`src/sv/ogcl_pkg.sv`:
```
// ogcl_pkg: shared types and constants for the occupancy grid cost lookup unit
// used by ogcl_cfg_regs, ogcl_ctrl, ogcl_datapath and the top level
`default_nettype none
package ogcl_pkg;

  localparam int MAX_SIDE   = 256;
  localparam int CELL_COUNT = MAX_SIDE * MAX_SIDE;
  localparam int CELL_AW    = $clog2(CELL_COUNT);
  localparam int COL_W      = $clog2(MAX_SIDE);
  localparam int SIDE_W     = COL_W + 1;

  localparam int DIV_W      = 32;
  localparam int DIV_CYCLES = DIV_W / 2;
  localparam int CNT_W      = $clog2(DIV_CYCLES);

  localparam logic [6:0] COST_FREE    = 7'd0;
  localparam logic [6:0] COST_MAX     = 7'd100;
  localparam logic [7:0] CELL_MAX_VAL = 8'd100;

  typedef enum logic [1:0] {
    KIND_QUERY = 2'd0,
    KIND_WRITE = 2'd1,
    KIND_CLEAR = 2'd2,
    KIND_NONE  = 2'd3
  } kind_t;

  typedef enum logic [2:0] {
    REG_ORIGIN_X   = 3'd0,
    REG_ORIGIN_Y   = 3'd1,
    REG_EXTENT_X   = 3'd2,
    REG_EXTENT_Y   = 3'd3,
    REG_RESOLUTION = 3'd4,
    REG_GRID_W     = 3'd5,
    REG_GRID_H     = 3'd6,
    REG_THRESHOLD  = 3'd7
  } reg_idx_t;

  typedef struct packed {
    logic signed [31:0] low_x;
    logic signed [31:0] low_y;
    logic [30:0]        extent_x;
    logic [30:0]        extent_y;
    logic [30:0]        resolution;
    logic [8:0]         grid_width;
    logic [8:0]         grid_height;
    logic [6:0]         cost_threshold;
  } cfg_t;

  typedef struct packed {
    logic load_point;
    logic wr_cell;
    logic clr_map;
    logic check;
    logic div_step;
    logic save_x;
    logic save_y;
    logic calc_addr;
    logic out_load;
  } ctrl_cmd_t;

  typedef struct packed {
    logic map_ready;
    logic out_of_bounds;
    logic out_free;
  } dp_status_t;

endpackage
`default_nettype wire

```
`src/sv/ogcl_cfg_regs.sv`:
```
// ogcl_cfg_regs: apb-style configuration register file
// depends on ogcl_pkg for the register index codes and the cfg_t struct
`default_nettype none
module ogcl_cfg_regs (
  input  wire logic         clk,
  input  wire logic         rst_n,
  input  wire logic         cfg_psel,
  input  wire logic         cfg_penable,
  input  wire logic         cfg_pwrite,
  input  wire logic [4:0]   cfg_paddr,
  input  wire logic [31:0]  cfg_pwdata,
  output logic [31:0]       cfg_prdata,
  output logic              cfg_pready,
  output ogcl_pkg::cfg_t    cfg
);

  ogcl_pkg::cfg_t     cfg_r, cfg_nxt;
  ogcl_pkg::reg_idx_t idx;
  logic               wr_en;

  assign cfg_pready = 1'b1;
  assign idx        = ogcl_pkg::reg_idx_t'(cfg_paddr[4:2]);
  assign wr_en      = cfg_psel & cfg_penable & cfg_pwrite & cfg_pready;
  assign cfg        = cfg_r;

  always_comb begin
    cfg_nxt = cfg_r;
    if (wr_en) begin
      unique case (idx)
        ogcl_pkg::REG_ORIGIN_X:   cfg_nxt.low_x          = cfg_pwdata;
        ogcl_pkg::REG_ORIGIN_Y:   cfg_nxt.low_y          = cfg_pwdata;
        ogcl_pkg::REG_EXTENT_X:   cfg_nxt.extent_x       = cfg_pwdata[30:0];
        ogcl_pkg::REG_EXTENT_Y:   cfg_nxt.extent_y       = cfg_pwdata[30:0];
        ogcl_pkg::REG_RESOLUTION: cfg_nxt.resolution     = cfg_pwdata[30:0];
        ogcl_pkg::REG_GRID_W:     cfg_nxt.grid_width     = cfg_pwdata[8:0];
        ogcl_pkg::REG_GRID_H:     cfg_nxt.grid_height    = cfg_pwdata[8:0];
        ogcl_pkg::REG_THRESHOLD:  cfg_nxt.cost_threshold = cfg_pwdata[6:0];
        default:                  cfg_nxt = cfg_r;
      endcase
    end
  end

  always_comb begin
    unique case (idx)
      ogcl_pkg::REG_ORIGIN_X:   cfg_prdata = cfg_r.low_x;
      ogcl_pkg::REG_ORIGIN_Y:   cfg_prdata = cfg_r.low_y;
      ogcl_pkg::REG_EXTENT_X:   cfg_prdata = {1'b0, cfg_r.extent_x};
      ogcl_pkg::REG_EXTENT_Y:   cfg_prdata = {1'b0, cfg_r.extent_y};
      ogcl_pkg::REG_RESOLUTION: cfg_prdata = {1'b0, cfg_r.resolution};
      ogcl_pkg::REG_GRID_W:     cfg_prdata = {23'd0, cfg_r.grid_width};
      ogcl_pkg::REG_GRID_H:     cfg_prdata = {23'd0, cfg_r.grid_height};
      ogcl_pkg::REG_THRESHOLD:  cfg_prdata = {25'd0, cfg_r.cost_threshold};
      default:                  cfg_prdata = 32'd0;
    endcase
  end

  always_ff @(posedge clk) begin
    if (!rst_n) begin
      cfg_r.low_x          <= 32'sd0;
      cfg_r.low_y          <= 32'sd0;
      cfg_r.extent_x       <= 31'd0;
      cfg_r.extent_y       <= 31'd0;
      cfg_r.resolution     <= 31'd65536;
      cfg_r.grid_width     <= 9'd256;
      cfg_r.grid_height    <= 9'd256;
      cfg_r.cost_threshold <= 7'd50;
    end else begin
      cfg_r <= cfg_nxt;
    end
  end

endmodule
`default_nettype wire

```
`config.mk`:
```
export PLATFORM = sky130hd
export DESIGN_NAME = ogcl_cfg_regs
export DESIGN_NICKNAME = d
export VERILOG_FILES = /design/src/sv/ogcl_pkg.sv /design/src/sv/ogcl_cfg_regs.sv
export SDC_FILE = /design/constraint.sdc
export NUM_CORES = 1
export LEC_CHECK = 0
export ABC_CLOCK_PERIOD_IN_PS = 1400
export BUFFER_PORTS_ARGS = -buffer_cell sky130_fd_sc_hd__buf_2
export CAP_MARGIN = 20
export CORE_MARGIN = 2
export CORE_UTILIZATION = 52
export DETAILED_ROUTE_END_ITERATION = 10
export PLACE_DENSITY = 0.88
export SETUP_SLACK_MARGIN = 0.02
export SLEW_MARGIN = 25
export SYNTH_ARGS = -nofsm -noshare
export SYNTH_HDL_FRONTEND = slang
export SYNTH_SLANG_ARGS = --single-unit
```
`constraint.sdc`:
```
create_clock -name clk -period 1.4 [get_ports clk]
set_input_delay 0.14 -clock clk [delete_from_list [all_inputs] [get_ports clk]]
set_output_delay 0.14 -clock clk [all_outputs]
set_load 0.05 [all_outputs]
```
==> qor.yml, run 1 <==
grt_start_max_net_pins: 57
synth_nets: 1067
synth_edf_count: 0
setup.worst_path.class: "flop to output pin"
whs_ns: 0.01848
global_route_wire_length_before_repair_um: 47510
seq_cells_post_synth: 182
global_route.usage.total: 0.3655
critical_path.startpoint: "cfg[20]$_SDFFE_PN0P_"
final_hold_viol_count: 0
h_tree_depth: 4
grt_setup_unrepaired: "yes"
num_rows: 46
hold_path_cells: 3
routed_wl_um: 33990
report.final.slew_viol_count: 0
cts_buffer_depth: 2
share_of_layout_cells_above_drive_strength_1: 0.4728
critPathTopFamily: "compound AO/OA/AOI/OAI gates"
asyncSetResetFlopFracSynth: 0
post_route_skew_ns: 0
drtPass1Iterations: 7
power.density_cell_area_nw_per_um2: 924.8
portBuffers: 253
cp.buffers_inverters: 1
worstSetupStartpointType: "flop"
floorplan.die.height_um: 131.1
synthesized_area_per_cell_sq_um: 8.192
num_vias: 9528
violations: "negative setup slack"
die_w_um: 131.1
post_layout_minimum_cycle_time_ns: 1.922
aggregate_global_routing_overflow: 0
synth_top_cell_by_area: "sky130_fd_sc_hd__dfxtp_1"
leakage_nw: 5.361
tritoncts_clock_tree: "yes"
area.growth.synth_to_final_pct: 51.07
synth-seq-area-share: 0.4339
cp_slowest_stage_delay_ns: 0.35
min_from: "cfg_pwdata[17]"
postLayoutSetupSlackWorst_ns: -0.5220
globalplace.congestion: 0.9233
fp.coreArea_sq_um: 15830
endpoint_kind: "output pin"
synth.top_cells.by_area: "sky130_fd_sc_hd__dfxtp_1 43%, sky130_fd_sc_hd__nand2_1 16%, sky130_fd_sc_hd__a21boi_1 8.0%"
yosysUniqueCellTypes: 37
cp_max_fo: 2
netlist.area_leader.share: 0.4339
post-route-period-util: 1.373
synth_flop_cell: "sky130_fd_sc_hd__dfxtp_1"
ioPinCount: 257
rr_worst_depth: 4
irDropWorstVdd_mv: 0.8981
synth.top_cells.by_count: "364 x sky130_fd_sc_hd__nand2_1, 182 x sky130_fd_sc_hd__dfxtp_1, 89 x sky130_fd_sc_hd__a21boi_1"
clk_root_buffer_cell: "sky130_fd_sc_hd__clkbuf_16"
drtAntennaViolNets: 0
yosys_warnings: 0
critical_path.reg2reg.endpoint: "cfg[73]$_SDFFE_PN0P_"
run_status: "finished with violations"
holdCritPathClass: "primary input to flop"
setup_viol: 32
die-area_sq_um: 17180
start_util: 0.5305
max_freq_ghz: 0.5203
hold-path-endpoint: "cfg[42]$_SDFFE_PN0P_"
route.detailed.vias_per_inst: 5.966
number_of_nets_in_the_layout: 1410
clkLatencyLatePin_ns: 0.43
worst_path_max_delay_cell: "sky130_fd_sc_hd__dfxtp_4"
most_repeated_cell_in_the_gate_level_netlist_after_synthesis: "sky130_fd_sc_hd__nand2_1"
crit_chain: "mux2_4 -> a22o_1 -> a221oi_2 -> nor2_4 -> buf_8"
layoutNonFillerInstCount: 1597
synthesis.instances: 1025
cp.required_ns: 1.26
drv.max_cap_violation_count: 0
routedWlPerCell_um: 21.29
worst_r2r_startpoint: "cfg[73]$_SDFFE_PN0P_"
cts_inserted_buffers: 17
cts.sink_count: 182
crit_arrival_ns: 1.78
max_ffs_per_register: 182
detailedRoute.firstIterationViolations: 950
cell_count_post_placement: 1497
post_route_drc: 0
insertedDiodeCount: 0
reg2reg_slack_ns: 0.52
antenna_found_initial: 0
grt_pass1_vias: 9049
clkTransAtPathRegs_ns: 0.07
dp_hpwl_um: 20580
mappedNetlistArea_sq_um: 8397
-- worst min-delay path, delay by kind of cell --
family | cells | cell delay [ns]
compound gates | 1 | 0.06
buf+inv | 1 | 0.14
simple gates | 1 | 0.07
-- final cells by class --
class	instances	area (sq um)
multi-input cells	730	4654
flip-flops and latches	182	3839
repair buffers	415	3223
fillers	927	3143
clock buffers	20	478.0
well taps	216	270.3
clock inverters	12	137.6
inverters	22	82.58
-- power breakdown --
| group | switching [mW] | internal, mW |
|---|---|---|
| logic | 0.909 | 0.594 |
| clock network | 2.15 | 2.86 |
| registers | 0.0320 | 5.19 |
-- cell families after synthesis --
group | after synthesis | synth area share
muxes | 42 | 0.07182
and+or+nand+nor | 430 | 0.2071
buffers and inverters | 113 | 0.06720
other | 1 | 0.0004466
DFF | 182 | 0.4339
AOI/OAI and AO/OA | 257 | 0.2195
-- layout by cell type, fill, tap and decap left out, types with 23 or more instances in the layout --
master and instances:
sky130_fd_sc_hd__a21boi_0 74, sky130_fd_sc_hd__buf_6 24, sky130_fd_sc_hd__dfxtp_2 114, sky130_fd_sc_hd__nor2_1 26
sky130_fd_sc_hd__nand2_1 364, sky130_fd_sc_hd__dfxtp_1 54, sky130_fd_sc_hd__buf_4 111, sky130_fd_sc_hd__o21ai_0 23
sky130_fd_sc_hd__buf_12 31, sky130_fd_sc_hd__buf_2 217, sky130_fd_sc_hd__a21boi_1 99
-- metal layers --
layer / vias to the layer above / global-route usage / routed length [um]
met5: - / 0 / 0
met2: 755 / 0.6318 / 16560
met4: 0 / 0.2265 / 1876
met3: 180 / 0.08644 / 3931
met1: 4499 / 0.4067 / 11630
li1: 4094 / - / -
-- stage by stage --
step | setup slack (ns) | util | total power [mW] | cell area (sq um) | setup TNS (ns)
after floorplan | -0.03596 | - | 6.184 | 9079 | -0.1686
after global placement | -0.3322 | 0.7058 | 6.623 | 11170 | -34.99
after detailed placement | -0.3209 | 0.7058 | 6.640 | 11170 | -39.37
after CTS | -0.5282 | 0.7874 | 11.68 | 12460 | -8.630
after global routing | -0.5743 | 0.8014 | 11.98 | 12680 | -9.859
final | -0.5220 | 0.8014 | 11.73 | 12680 | -8.728
-- repair_timing --
| action | CTS | global route |
|---|---|---|
| endpoints found under the setup margin | 32 | 50 |
| endpoints found under the hold margin | 75 | 0 |
| gates resized for setup | 86 | 21 |
| cloned | 1 | 3 |
| hold buffers | 21 | 0 |
| buffers inserted | 28 | 15 |
| pin swaps | 22 | 7 |
-- worst max path at each step --
stage                                 to  slack, ns  cells past startpoint
after detailed placement  cfg_prdata[20]      -0.32                      8
after CTS                  cfg_prdata[4]      -0.53                      5
after global routing       cfg_prdata[4]      -0.57                      5
after floorplan            cfg_prdata[0]      -0.04                      6
after global placement     cfg_prdata[2]      -0.33                      8
final                      cfg_prdata[4]      -0.52                      5
(Power assumes the default switching activity.)
==> run 2, diff against run 1 <==
--- a/config.mk
+++ b/config.mk
@@ -8,10 +8,11 @@
 export ABC_CLOCK_PERIOD_IN_PS = 1400
 export BUFFER_PORTS_ARGS = -buffer_cell sky130_fd_sc_hd__buf_2
 export CAP_MARGIN = 20
+export CORE_ASPECT_RATIO = 0.5
 export CORE_MARGIN = 2
-export CORE_UTILIZATION = 52
+export CORE_UTILIZATION = 38
 export DETAILED_ROUTE_END_ITERATION = 10
-export PLACE_DENSITY = 0.88
+export PLACE_DENSITY = 0.69
 export SETUP_SLACK_MARGIN = 0.02
 export SLEW_MARGIN = 25
 export SYNTH_ARGS = -nofsm -noshare
==> qor.yml, run 2 (synthesized netlist as in run 1, its figures left out) <==
layoutNonFillerInstCount: 1662  # +4.1%
routedWlPerCell_um: 18.95  # -11%
grt_setup_unrepaired: "yes"
num_rows: 38  # -17%
clk_root_buffer_cell: "sky130_fd_sc_hd__clkbuf_16"
critPathTopFamily: "compound AO/OA/AOI/OAI gates"
whs_ns: 0.01596  # -0.002514 ns
worstMarginPinSlew_ns: 0.8526
cp_slowest_stage_delay_ns: 0.34  # about the same
globalplace.congestion: 0.8279  # -10%
part_of_the_total_power_dissipated_in_combinational_logic: 0.120  # -0.008
final_hold_viol_count: 0  # unchanged
area.growth.synth_to_final_pct: 48.29
power_switching_share: 0.2542  # -0.008933
slew_headroom: 0.4290
cts.sink_count: 182  # unchanged
global_route_wire_length_before_repair_um: 47400  # -0.22%
insertedDiodeCount: 0  # unchanged
cell_count_post_placement: 1566  # +4.6%
violations: "negative setup slack"
fp.coreArea_sq_um: 21680  # +37%
dp_hpwl_um: 21110  # +2.6%
post_route_skew_ns: 0  # unchanged
routed_wl_um: 31490  # -7.4%
aggregate_global_routing_overflow: 0  # unchanged
global_route.usage.total: 0.2642  # -0.1013
cts_buffer_depth: 2  # unchanged
postLayoutSetupSlackWorst_ns: -0.5252  # -0.003136 ns
drtPass1Iterations: 5  # -2
worstSetupStartpointType: "flop"
p_sw_mw: 3.013  # -2.4%
antenna_found_initial: 0  # unchanged
setup.worst_path.class: "flop to output pin"
report.final.slew_viol_count: 0  # unchanged
drv.max_cap_violation_count: 0  # unchanged
share_of_layout_cells_above_drive_strength_1: 0.4604  # -0.01249
worst_path_max_delay_cell: "sky130_fd_sc_hd__dfxtp_4"
h_tree_depth: 4  # unchanged
floorplan.die.height_um: 109.1  # -17%
dp_worst_setup_slack_ns: -0.4236  # -0.1027 ns
number_of_nets_in_the_layout: 1391  # -1.3%
endpoint_kind: "output pin"
grt_pass1_vias: 8435  # -6.8%
final_common_cell: "sky130_fd_sc_hd__nand2_1"
leakage_nw: 5.196  # -3.1%
tritoncts_clock_tree: "yes"
holdCritPathClass: "primary input to flop"
cts_inserted_buffers: 17  # unchanged
crit_chain: "mux2_4 -> a22o_1 -> a221oi_2 -> nor2_4 -> buf_6"
start_util: 0.3873  # -0.1432
power.density_cell_area_nw_per_um2: 951.8  # +2.9%
power.clock.fraction: 0.440  # +0.013
post_layout_minimum_cycle_time_ns: 1.925  # +0.003136 ns
num_vias: 8659  # -9.1%
detailedRoute.firstIterationViolations: 596  # -37%
irDropWorstVdd_mv: 0.7057  # -21%
die-area_sq_um: 23370  # +36%
portBuffers: 253  # unchanged
post-route-period-util: 1.375  # +0.002240
setup_viol: 31  # -3.1%
ioPinCount: 257  # unchanged
clkTransAtPathRegs_ns: 0.07  # about the same
drtAntennaViolNets: 0  # unchanged
post_route_drc: 0  # unchanged
cp.required_ns: 1.26  # about the same
intPower_mw: 8.839  # +2.3%
max_ffs_per_register: 182  # unchanged
cp_max_fo: 2  # unchanged
cp.buffers_inverters: 1  # unchanged
route.detailed.vias_per_inst: 5.210  # -13%
crit_arrival_ns: 1.79  # about the same
die_w_um: 214.2  # +63%
grt_start_max_net_pins: 64  # +12%
power.share.sequential: 0.441  # -0.004
run_status: "finished with violations"
clkLatencyLatePin_ns: 0.45  # +0.02 ns
power_mw: 11.85  # +1.0%
filler_cell_count: 1907  # +110%
layout.cells.most_common_list: "364 x sky130_fd_sc_hd__nand2_1, 214 x sky130_fd_sc_hd__buf_2, 113 x sky130_fd_sc_hd__dfxtp_2"
max_freq_ghz: 0.5194  # -0.16%
[run 2: cell types whose count changed in the layout (fill, tap and decap cells not counted), moves of 5 or more]
cell / change
sky130_fd_sc_hd__buf_12: -14
sky130_fd_sc_hd__a21boi_0: +12
sky130_fd_sc_hd__a21boi_1: -10
sky130_fd_sc_hd__buf_4: -5
sky130_fd_sc_hd__buf_6: +5
[run 2: area by class of cell]
class | instances | area (sq um) | area share
flip-flops and latches | 182 | 3837 | 0.3082
multi-input cells | 730 | 4664 | 0.3746
well taps | 300 | 375.4 | 0.03014
clock buffers | 25 | 516.7 | 0.04150
repair buffers | 396 | 2861 | 0.2298
inverters | 22 | 82.58 | 0.006632
clock inverters | 7 | 113.9 | 0.009144
[run 2: power groups by stage]
stage	clock [mW]	combinational [mW]	sequential, mW
finish	5.21	1.42	5.22
detailed placement	0	1.26	5.34
global placement	0	1.25	5.34
floorplan	0	0.712	5.47
global route	5.52	1.48	5.22
CTS	5.27	1.39	5.22
[run 2: tightest hold or removal path: cells and delay by family]
| family | cells | cell delay (ns) |
|---|---|---|
| simple gates | 1 | 0.07 |
| buf+inv | 1 | 0.16 |
| compound gates | 1 | 0.06 |
[run 2: metal layers]
layer | part of all wire | wire (um) | global-route usage | up-vias
li1 | - | - | - | 4041
met1 | 0.41 | 13010 | 0.3178 | 4238
met2 | 0.49 | 15410 | 0.4564 | 316
met3 | 0.069 | 2177 | 0.07559 | 64
met4 | 0.028 | 894 | 0.09722 | 0
met5 | 0 | 0 | 0 | -
[run 2: timing repair]
action / CTS / global route
setup endpoints to repair: 32 / 33
pin swaps: 19 / 8
hold buffers: 23 / 0
resized for setup: 88 / 12
hold endpoints to repair: 112 / 0
setup buffers: 30 / 11
[run 2: final timing paths]
| path | cells past startpoint | from | end | slack [ns] |
|---|---|---|---|---|
| setup / recovery | 5 | cfg[20]$_SDFFE_PN0P_ | cfg_prdata[4] | -0.53 |
| hold / removal | 3 | cfg_pwdata[8] | cfg[126]$_SDFFE_PN0P_ | 0.02 |
| setup reg to reg | 4 | cfg[75]$_SDFFE_PN0P_ | cfg[75]$_SDFFE_PN0P_ | 0.58 |
| hold reg to reg | 2 | cfg[87]$_SDFFE_PN0P_ | cfg[87]$_SDFFE_PN0P_ | 0.46 |
[run 2: stage by stage]
step | instance area [sq um] | util | TNS [ns]
global placement | 11010 | 0.5076 | -57.22
CTS | 12330 | 0.5686 | -9.982
detailed placement | 11010 | 0.5077 | -60.99
finish | 12450 | 0.5743 | -9.390
floorplan | 9079 | - | -0.1686
global route | 12450 | 0.5743 | -11.09
