**src/sv/ogcl_pkg.sv**
```systemverilog
// ogcl_pkg: shared types and constants for the occupancy grid cost lookup unit
// used by ogcl_cfg_regs, ogcl_ctrl, ogcl_datapath and the top level
`default_nettype none
package ogcl_pkg;

  localparam int MAX_SIDE   = 256;
  localparam int CELL_COUNT = MAX_SIDE * MAX_SIDE;
  localparam int CELL_AW    = $clog2(CELL_COUNT);
  localparam int COL_W      = $clog2(MAX_SIDE);
  localparam int SIDE_W     = COL_W + 1;

  localparam int DIV_W      = 32;
  localparam int DIV_CYCLES = DIV_W / 2;
  localparam int CNT_W      = $clog2(DIV_CYCLES);

  localparam logic [6:0] COST_FREE    = 7'd0;
  localparam logic [6:0] COST_MAX     = 7'd100;
  localparam logic [7:0] CELL_MAX_VAL = 8'd100;

  typedef enum logic [1:0] {
    KIND_QUERY = 2'd0,
    KIND_WRITE = 2'd1,
    KIND_CLEAR = 2'd2,
    KIND_NONE  = 2'd3
  } kind_t;

  typedef enum logic [2:0] {
    REG_ORIGIN_X   = 3'd0,
    REG_ORIGIN_Y   = 3'd1,
    REG_EXTENT_X   = 3'd2,
    REG_EXTENT_Y   = 3'd3,
    REG_RESOLUTION = 3'd4,
    REG_GRID_W     = 3'd5,
    REG_GRID_H     = 3'd6,
    REG_THRESHOLD  = 3'd7
  } reg_idx_t;

  typedef struct packed {
    logic signed [31:0] low_x;
    logic signed [31:0] low_y;
    logic [30:0]        extent_x;
    logic [30:0]        extent_y;
    logic [30:0]        resolution;
    logic [8:0]         grid_width;
    logic [8:0]         grid_height;
    logic [6:0]         cost_threshold;
  } cfg_t;

  typedef struct packed {
    logic load_point;
    logic wr_cell;
    logic clr_map;
    logic check;
    logic div_step;
    logic save_x;
    logic save_y;
    logic calc_addr;
    logic out_load;
  } ctrl_cmd_t;

  typedef struct packed {
    logic map_ready;
    logic out_of_bounds;
    logic out_free;
  } dp_status_t;

endpackage
`default_nettype wire

```
**src/sv/ogcl_ctrl.sv**
```systemverilog
// ogcl_ctrl: sequencing state machine for writes, clears and point queries
// depends on ogcl_pkg for the command and status structs
`default_nettype none
module ogcl_ctrl (
  input  wire logic                 clk,
  input  wire logic                 rst_n,
  input  wire logic                 in_tvalid,
  input  wire logic [1:0]           in_kind,
  output logic                      in_tready,
  input  wire ogcl_pkg::dp_status_t status,
  output ogcl_pkg::ctrl_cmd_t       cmd
);

  typedef enum logic [8:0] {
    S_IDLE   = 9'b000000001,
    S_CHECK  = 9'b000000010,
    S_DIVX   = 9'b000000100,
    S_SAVEX  = 9'b000001000,
    S_DIVY   = 9'b000010000,
    S_SAVEY  = 9'b000100000,
    S_ADDR   = 9'b001000000,
    S_READ   = 9'b010000000,
    S_RESULT = 9'b100000000
  } state_t;

  localparam logic [ogcl_pkg::CNT_W-1:0] CNT_LAST =
    ogcl_pkg::CNT_W'(ogcl_pkg::DIV_CYCLES - 1);

  state_t                      state_r, state_nxt;
  logic [ogcl_pkg::CNT_W-1:0]  cnt_r, cnt_nxt;
  logic                        accept;
  ogcl_pkg::kind_t             kind;

  assign in_tready = (state_r == S_IDLE);
  assign accept    = in_tvalid & in_tready;
  assign kind      = ogcl_pkg::kind_t'(in_kind);

  always_comb begin
    state_nxt = state_r;
    cnt_nxt   = cnt_r;
    cmd       = '0;
    unique case (state_r)
      S_IDLE: begin
        if (accept) begin
          unique case (kind)
            ogcl_pkg::KIND_QUERY: begin
              cmd.load_point = 1'b1;
              state_nxt      = S_CHECK;
            end
            ogcl_pkg::KIND_WRITE: cmd.wr_cell = 1'b1;
            ogcl_pkg::KIND_CLEAR: cmd.clr_map = 1'b1;
            default: ;
          endcase
        end
      end
      S_CHECK: begin
        // also loads the divider with the x offset
        cmd.check = 1'b1;
        cnt_nxt   = '0;
        if (!status.map_ready || status.out_of_bounds) begin
          state_nxt = S_RESULT;
        end else begin
          state_nxt = S_DIVX;
        end
      end
      S_DIVX: begin
        cmd.div_step = 1'b1;
        cnt_nxt      = cnt_r + 1'b1;
        if (cnt_r == CNT_LAST) begin
          state_nxt = S_SAVEX;
        end
      end
      S_SAVEX: begin
        cmd.save_x = 1'b1;
        cnt_nxt    = '0;
        state_nxt  = S_DIVY;
      end
      S_DIVY: begin
        cmd.div_step = 1'b1;
        cnt_nxt      = cnt_r + 1'b1;
        if (cnt_r == CNT_LAST) begin
          state_nxt = S_SAVEY;
        end
      end
      S_SAVEY: begin
        cmd.save_y = 1'b1;
        state_nxt  = S_ADDR;
      end
      S_ADDR: begin
        cmd.calc_addr = 1'b1;
        state_nxt     = S_READ;
      end
      S_READ: state_nxt = S_RESULT;
      S_RESULT: begin
        // wait here while the previous result has not been taken
        if (status.out_free) begin
          cmd.out_load = 1'b1;
          state_nxt    = S_IDLE;
        end
      end
      default: state_nxt = S_IDLE;
    endcase
  end

  always_ff @(posedge clk) begin
    if (!rst_n) begin
      state_r <= S_IDLE;
      cnt_r   <= '0;
    end else begin
      state_r <= state_nxt;
      cnt_r   <= cnt_nxt;
    end
  end

endmodule
`default_nettype wire

```
**config.mk**
```make
export PLATFORM = sky130hd
export DESIGN_NAME = ogcl_ctrl
export DESIGN_NICKNAME = d
export VERILOG_FILES = /design/src/sv/ogcl_pkg.sv /design/src/sv/ogcl_ctrl.sv
export SDC_FILE = /design/constraint.sdc
export NUM_CORES = 1
export LEC_CHECK = 0
export BUFFER_PORTS_ARGS = -buffer_cell sky130_fd_sc_hd__buf_4
export CAP_MARGIN = 20
export CORE_UTILIZATION = 55
export DETAILED_ROUTE_END_ITERATION = 16
export GPL_TIMING_DRIVEN = 0
export PLACE_DENSITY = 0.8
export SLEW_MARGIN = 20
export SYNTH_ARGS = -nofsm -noshare
export SYNTH_HDL_FRONTEND = slang
export SYNTH_SLANG_ARGS = --single-unit
export TNS_END_PERCENT = 5
```
**constraint.sdc**
```tcl
create_clock -name clk -period 3.2 [get_ports clk]
set_input_delay 0.16 -clock clk [delete_from_list [all_inputs] [get_ports clk]]
set_output_delay 0.16 -clock clk [all_outputs]
set_load 0.1 [all_outputs]
```
==> results of run 1 <==
-- cell type report --
class                      count  area share [%]
buffer                         6            3.61
clock buffer                   4            2.53
inverter                       6            2.17
multi-input combinational     81            53.2
sequential                    13            25.0
tap                           16            1.93
timing repair buffer          16            11.6
-- state kept, by name, summed over array words and instances (netlist names) --
register / count
cnt_r: 4
state_r: 9
-- routing by layer --
layer | routed length [µm] | GRT usage (%)
met1 | 810 | 30.5
met2 | 941 | 40.6
met3 | 115 | 4.78
met4 | 46 | 15.5
met5 | 0 | 0
-- Yosys cell counts, types with 2 or more instances --
| library cell | instances |
|---|---|
| nor2_1 | 16 |
| dfxtp_1 | 13 |
| nand2_1 | 9 |
| nand3_1 | 7 |
| inv_1 | 6 |
| nand4_1 | 4 |
| nor3b_1 | 4 |
| a21oi_1 | 3 |
| buf_2 | 3 |
| and2_1 | 2 |
| and4b_1 | 2 |
| nor3_1 | 2 |
| o21a_1 | 2 |
| o21ai_1 | 2 |
| xor2_1 | 2 |
-- worst max-delay path, stage by stage, from the launching register on --
cell,delay [ps]
dfxtp_1,310
buf_6,130
nor3_4,360
nand3_1,190
inv_1,150
and4b_1,200
buf_4,280
-- worst min path at each step --
stage               startpoint  cells after the start    endpoint  slack [ps]
global placement      cnt_r[1]                      2    cnt_r[1]         480
floorplan           in_kind[0]                      3  state_r[0]         430
CTS                      rst_n                      2  state_r[0]         250
detailed placement    cnt_r[1]                      2    cnt_r[1]         490
finish                   rst_n                      2  state_r[0]         260
global route             rst_n                      2  state_r[0]         270
-- placed cells by master (no fill, tap or decap), types with 2 or more instances in the layout --
cell type / n
a21oi_1: 3
o21ai_1: 2
nor3b_1: 4
dfxtp_1: 13
nand3_1: 7
xor2_1: 2
buf_4: 17
clkbuf_4: 3
and4b_1: 2
nor2_1: 16
nand2_1: 9
and2_1: 2
nor3_1: 2
nand4_1: 4
o21a_1: 2
buf_2: 3
inv_1: 6
clkbuf_1: 2
-- kinds of logic (layout without fill, tap and decap cells) --
logic type / after synthesis / after routing
XOR/XNOR: 4 / 4
flip-flops: 13 / 13
AO/OA/AOI/OAI: 20 / 20
AND/OR/NAND/NOR: 56 / 56
adder cells (fa/ha/maj): 1 / 1
buffers and inverters: 12 / 32
-- through the flow --
stage / hold WS, ps / utilization (%) / std cells / setup WS, ps / power, mW
finish: 258 / 69.8 / 142 / 1140 / 0.540
global route: 268 / 69.8 / 142 / 1030 / 0.569
CTS: 250 / 69.8 / 142 / 1130 / 0.542
floorplan: 425 / - / 106 / 569 / 0.390
detailed placement: 493 / 68.1 / 138 / 1450 / 0.439
global placement: 481 / 68.1 / 138 / 1470 / 0.435
-- report_power, final --
group / switching, mW / total [mW] / internal, mW
combinational: 0.178 / 0.256 / 0.0780
clock: 0.0550 / 0.103 / 0.0485
sequential: 0.00965 / 0.180 / 0.170
total: 0.243 / 0.540 / 0.297
==> impl_metrics.yaml, run 1 <==
global_route:
  grt_pass1_wl_mm: 3.33
  grt_max_degree: 11
  track_usage_pct: 25.1
  first_global_vias: 798
  gr-total-overflow: 0
  antenna_found_initial: 0
sta:
  fin_skew_ps: 0.991
  final.min_clock_period_ps: 2060
  final-hold-violation-count: 0
  worstMarginPinSlew_ps: 459
  period_share_pct: 64.5
  rsz0062_at_grt: "no"
  fmax_mhz: 485
  tns_ps: 0
  setup_viol: 0
  slew_viol_final: 0
  relSlewSlack_pct: 69.4
critical_path:
  startpoint_type: "flip-flop"
  critical_path_class: "reg -> out"
  setup.worst_path.start: "state_r[7]"
  setup.worst_path.end: "cmd[7]"
  required_ps: 3040
  endpoint_kind: "primary output"
  cp_data_arrival_time_ps: 1900
  reg2reg_setup_slack_ps: 1640
  reg2reg_depth: 5
  crit_fanout: 10
  r2r-end: "state_r[0]"
  r2r-start: "state_r[7]"
cts:
  cts_buffers: 3
  holdBufCountCts: 0
  cts_buffer_depth: 2
  insertion_delay_ps: 280
  clockRootBuffer: "clkbuf_4"
  cts.sinks: 13
  path_clk_slew_ps: 80
  post_cts_resized: 0
  cts_tree: "done"
  post_cts_buffers: 0
  htreeDepth: 1
yosys:
  synth-edff-count: 0
  synthMuxAreaShare_pct: 0
  yosys.area.top_type: "dfxtp_1"
  yosys_warnings: 0
  avgSynthCellArea_um2: 8.24
  synth_top_family_by_area: "simple AND/OR/NAND/NOR gates"
  synth_flop_cell: "dfxtp_1"
  syn_inst: 106
  async_flop_share_pct: 0
  synth.area.top_cells: "dfxtp_1 (30%), nor2_1 (6.9%), nand3_1 (4.0%), nand2_1 (3.9%), nor3b_1 (3.4%)"
  synth-seq-area-share_pct: 29.8
  synthesis.area_um2: 873
  synth-xor-area-share_pct: 4.87
  postSynthNetCount: 115
  synthAdderAreaFrac_pct: 1.43
  synth_compound_area_share_pct: 18.2
  ys_ff_latch: 13
  synth.top_cell.area_share_pct: 29.8
  synthSimpleGateAreaFrac_pct: 38.8
  synth_cell_types: 44
die:
  dieWidth_um: 41.9
  initial_core_util_pct: 58.7
  core_um2: 1490
  io_pins: 18
  die_area_um2: 1750
  num_rows: 14
  die_y_um: 41.9
pwr:
  p_leak_nw: 0.440
  power.density_nw_per_um2: 519
  peakVddDrop_mv: 0.487
route:
  drt_iter0_markers: 33
  viasPerCell: 5.93
  first_pass_iters: 5
  ant_nets: 0
  routedWlPerCell_um: 13.5
  wl_mm: 1.91
  via_count: 842
  drc: 0
cells_and_area:
  diodes: 0
  syn_to_final_growth_pct: 19.1
  nFillCells: 120
  regArea_um2: 260
  final_area_um2: 1040
  drive_gt1_share_pct: 29.4
  multi_input_area_um2: 553
  nNetsFinal: 136
placed_design:
  portBuffers: 16
  post-dp-hpwl_mm: 1.49
  place_congestion: 0.844
  post_dp_cell_area_um2: 1010
job:
  drv_cap: 0
min_path:
  worstHoldPathType: "in -> reg"
status:
  status: "finished, final reports clean"
No activity file was read; power rests on OpenSTA's default activity.
==> run 2, diff against run 1 <==
Settings changed: CORE_UTILIZATION 55 to 52, PLACE_DENSITY 0.8 to 0.76.
Clock period 3.2 ns to 1.9 ns, I/O delays scaled along.
==> impl_metrics.yaml, run 2 (same netlist as run 1, synthesis figures left out) <==
global_route:
  grt_pass1_wl_mm: 3.44
  antenna_found_initial: 0
  grt_max_degree: 11
  track_usage_pct: 24.5
  gr-total-overflow: 0
  first_global_vias: 818
route:
  drt_iter0_markers: 21
  via_count: 846
  first_pass_iters: 4
  viasPerCell: 5.88
  drc: 0
  ant_nets: 0
  routedWlPerCell_um: 14.3
  wl_mm: 2.07
min_path:
  hold_start: "status[1]"
  hold_end: "state_r[8]"
  worstHoldPathType: "in -> reg"
  holdPathStages: 4
placed_design:
  place_congestion: 0.907
  portBuffers: 16
  post-dp-hpwl_mm: 1.47
  place_inst: 138
die:
  dieWidth_um: 43.0
  die_area_um2: 1850
  initial_core_util_pct: 56.7
  io_pins: 18
  die_y_um: 43.0
  core_um2: 1540
  num_rows: 14
cts:
  path_clk_slew_ps: 80
  cts_buffer_depth: 2
  holdBufCountCts: 0
  cts.sinks: 13
  cts_buffers: 3
  htreeDepth: 1
  insertion_delay_ps: 270
  cts_tree: "done"
  clockRootBuffer: "clkbuf_4"
cells_and_area:
  final_cell_mix: "buf_4 (15), nor2_1 (13), dfxtp_1 (12)"
  top_regs: "state_r: 9 flops, cnt_r: 4 flops"
  diodes: 0
  final_common_cell: "buf_4"
  syn_to_final_growth_pct: 28.1
  nNetsFinal: 138
  drive_gt1_share_pct: 38.3
  largest_register: "state_r"
  layout.cells.non_filler: 144
  largest_register_ffs: 9
critical_path:
  crit_fanout: 8
  startpoint_type: "flip-flop"
  critical_path_class: "reg -> out"
  reg2reg_setup_slack_ps: 340
  cp_slowest_cell: "dfxtp_1"
  slowest_delay_ps: 300
  path_buf_inv: 3
  r2r-end: "state_r[0]"
  cp_cell_sequence: "buf_2, nor3_4, nand3_2, clkinvlp_4, and4b_2, buf_8"
  cp_data_arrival_time_ps: 1740
  path_delay_family: "simple AND/OR/NAND/NOR gates"
  reg2reg_depth: 5
  required_ps: 1800
  endpoint_kind: "primary output"
  r2r-start: "state_r[6]"
sta:
  worstMarginPinSlew_ps: 485
  slew_viol_final: 0
  fin_skew_ps: 5.79
  final-hold-violation-count: 0
  period_share_pct: 96.7
  final.min_clock_period_ps: 1840
  setup_viol: 0
  fmax_mhz: 544
  relSlewSlack_pct: 67.7
  tns_ps: 0
  holdWs_ps: 213
job:
  drv_cap: 0
pwr:
  p_leak_nw: 0.462
  power.density_nw_per_um2: 878
  peakVddDrop_mv: 0.818
status:
  status: "finished, final reports clean"
-- run 2: cell count changes in the layout (fill, tap and decap cells not counted), moves of 2 or more --
cell / delta
buf_4: -2
nor2_2: +3
and4b_2: +2
nor2_1: -3
buf_6: +3
and4b_1: -2
-- run 2: per-stage QoR --
stage                     total power, mW  worst slack [ps]  util (%)  cell area, µm²
after floorplan                     0.673              -366         -             887
after global placement              0.750               136      66.6            1030
after detailed placement            0.758               117      66.6            1030
after CTS                           0.958              4.06      70.2            1080
after global routing                 1.03             -20.3      72.6            1120
final                               0.982              62.7      72.6            1120
-- run 2: worst reg2reg max path, stage by stage, from the launching register on --
cell	delay (ps)
dfxtp_1	360
nor3_4	230
buf_4	200
nand3b_1	190
o21ai_2	290
o311ai_1	140
-- run 2: how the worst max path moves through the flow --
stage | start | endpoint | slack, ps | cells past startpoint
2_1_floorplan | state_r[2] | cmd[0] | -370 | 4
3_3_place_gp | state_r[7] | cmd[7] | 140 | 6
3_5_place_dp | state_r[7] | cmd[6] | 120 | 6
4_1_cts | state_r[2] | cmd[6] | 4 | 6
5_1_grt | state_r[1] | cmd[6] | -20 | 6
6_report | state_r[1] | cmd[6] | 60 | 6
-- run 2: where the power goes --
part           internal [mW]  total (mW)  switching (mW)
Sequential             0.288       0.308          0.0197
Combinational          0.171       0.504           0.333
Clock                 0.0814       0.170          0.0884
Total                  0.541       0.982           0.441
-- run 2: what timing repair did --
action | 4_1_cts | 5_1_grt
endpoints found under the setup margin | 4 | 6
pin swaps | 2 | 0
gates resized for setup | 4 | 7
setup buffers | 2 | 0
-- run 2: final cells by class --
type / count / area [µm²]
multi-input cells: 81 / 593
fillers: 117 / 423
repair buffers: 18 / 154
inverters: 6 / 26.3
plain buffers: 6 / 37.5
flip-flops and latches: 13 / 262
clock buffers: 4 / 26.3
well taps: 16 / 20.0
-- run 2: metal layers --
metal	up-vias	GRT usage, %	share of wire, %
li1	427	-	-
met1	389	28.9	44
met2	26	42.7	49
met3	4	7.66	5.7
met4	0	6.67	1.3
met5	-	0	0
==> run 3, diff against run 2 <==
--- a/config.mk
+++ b/config.mk
@@ -12,4 +12,5 @@
 export GPL_TIMING_DRIVEN = 0
 export PLACE_DENSITY = 0.76
+export SKIP_LAST_GASP = 1
 export SLEW_MARGIN = 20
 export SYNTH_ARGS = -nofsm -noshare
==> constraint.sdc (replaced) <==
create_clock -name clk -period 1.9 [get_ports clk]
set_input_delay 0.095 -clock clk [delete_from_list [all_inputs] [get_ports clk]]
set_output_delay 0.095 -clock clk [all_outputs]
set_load 0.005 [all_outputs]
==> impl_metrics.yaml, run 3 (same netlist as run 1, synthesis figures left out) <==
critical_path:
  r2r-end: "state_r[0]"
  setup.worst_path.start: "state_r[6]"
  critical_path_class: "reg -> out"
  required_ps: 1800
  endpoint_kind: "primary output"
  slowest_delay_ps: 410
  r2r-start: "state_r[6]"
  cp_data_arrival_time_ps: 1700
  path_delay_family: "simple AND/OR/NAND/NOR gates"
  reg2reg_depth: 4
  cp_slowest_cell: "nor3_4"
  reg2reg_setup_slack_ps: 360
  startpoint_type: "flip-flop"
  cp_cell_sequence: "nor3_4, nand3_1, inv_1, and4b_1, buf_4"
  crit_fanout: 10
  path_buf_inv: 2
cts:
  cts_buffers: 3
  cts_tree: "done"
  insertion_delay_ps: 280
  post_cts_buffers: 0
  htreeDepth: 1
  holdBufCountCts: 0
  path_clk_slew_ps: 80
  clockRootBuffer: "clkbuf_4"
  cts_buffer_depth: 2
  cts.sinks: 13
route:
  viasPerCell: 6.07
  drt_iter0_markers: 31
  wl_mm: 1.92
  via_count: 862
  first_pass_iters: 4
  drc: 0
  ant_nets: 0
  routedWlPerCell_um: 13.5
sta:
  fmax_mhz: 558
  tns_ps: 0
  slew_viol_final: 0
  worstMarginPinSlew_ps: 481
  final-hold-violation-count: 0
  period_share_pct: 94.4
  relSlewSlack_pct: 68.0
  rsz0062_at_grt: "no"
  setup_viol: 0
  fin_skew_ps: 5.93
  final.min_clock_period_ps: 1790
die:
  die_y_um: 43.0
  dieWidth_um: 43.0
  die_area_um2: 1850
  num_rows: 14
  io_pins: 18
  core_um2: 1540
  initial_core_util_pct: 56.7
min_path:
  hold_start: "in_kind[0]"
  holdPathStages: 4
  worstHoldPathType: "in -> reg"
  hold_end: "state_r[0]"
global_route:
  grt_max_degree: 11
  first_global_vias: 791
  antenna_found_initial: 0
  gr-total-overflow: 0
  track_usage_pct: 23.9
  grt_pass1_wl_mm: 3.33
status:
  status: "finished, final reports clean"
cells_and_area:
  drive_gt1_share_pct: 31.0
  final_common_cell: "buf_4"
  largest_register_ffs: 9
  final_cell_mix: "buf_4 (17), nor2_1 (16), dfxtp_1 (13)"
  largest_register: "state_r"
  final_area_um2: 1050
  syn_to_final_growth_pct: 20.2
  diodes: 0
  nNetsFinal: 136
  final_util_pct: 68.1
  top_regs: "state_r: 9 flops, cnt_r: 4 flops"
pwr:
  peakVddDrop_mv: 0.590
  total_power_mw: 0.773
  power.density_nw_per_um2: 736
  p_leak_nw: 0.444
placed_design:
  post-dp-hpwl_mm: 1.48
  place_congestion: 0.843
  portBuffers: 16
  post_dp_cell_area_um2: 1010
job:
  drv_cap: 0
[run 3: layout make-up]
type	instances	area [µm²]
clock buffers	4	26.3
repair buffers	16	120
inverters	6	22.5
multi-input cells	81	563
plain buffers	6	37.5
fillers	140	492
well taps	16	20.0
flip-flops and latches	13	260
[run 3: per-stage QoR]
stage	hold WS [ps]	setup WS, ps	instances
2_1_floorplan	261	564	106
3_3_place_gp	479	381	138
3_5_place_dp	481	360	138
4_1_cts	183	71.9	142
5_1_grt	223	3.49	142
6_report	181	106	142
[run 3: worst max-delay path by stage]
stage	slack [ps]	endpoint	cells past startpoint
2_1_floorplan	560	state_r[0]	5
3_3_place_gp	380	state_r[0]	5
3_5_place_dp	360	state_r[0]	5
4_1_cts	70	cmd[7]	6
5_1_grt	3	cmd[7]	5
6_report	110	cmd[7]	5
[run 3: power by group]
group | leakage [nW] | switching, mW | internal, mW
registers | 0.105 | 0.0172 | 0.287
clock network | 0.0150 | 0.0946 | 0.0816
logic | 0.324 | 0.159 | 0.134
[run 3: worst register-to-register path, stage by stage (launching register included)]
cell      delay, ps
dfxtp_1         370
nor3_4          410
nand3b_1        220
o21ai_2         270
o311ai_1        130
[run 3: per-layer routing]
layer  vias up  part of all wire [%]  track usage [%]
li1        425                     -                -
met1       393                    44             33.2
met2        39                    45             37.0
met3         5                   8.6             2.55
met4         0                   1.9             10.9
met5         -                     0                0
[run 3: repair_timing]
item | 4_1_cts | 5_1_grt
gates resized for setup | 0 | 2
endpoints found under the hold margin | 0 | 0
endpoints found under the setup margin | 0 | 2
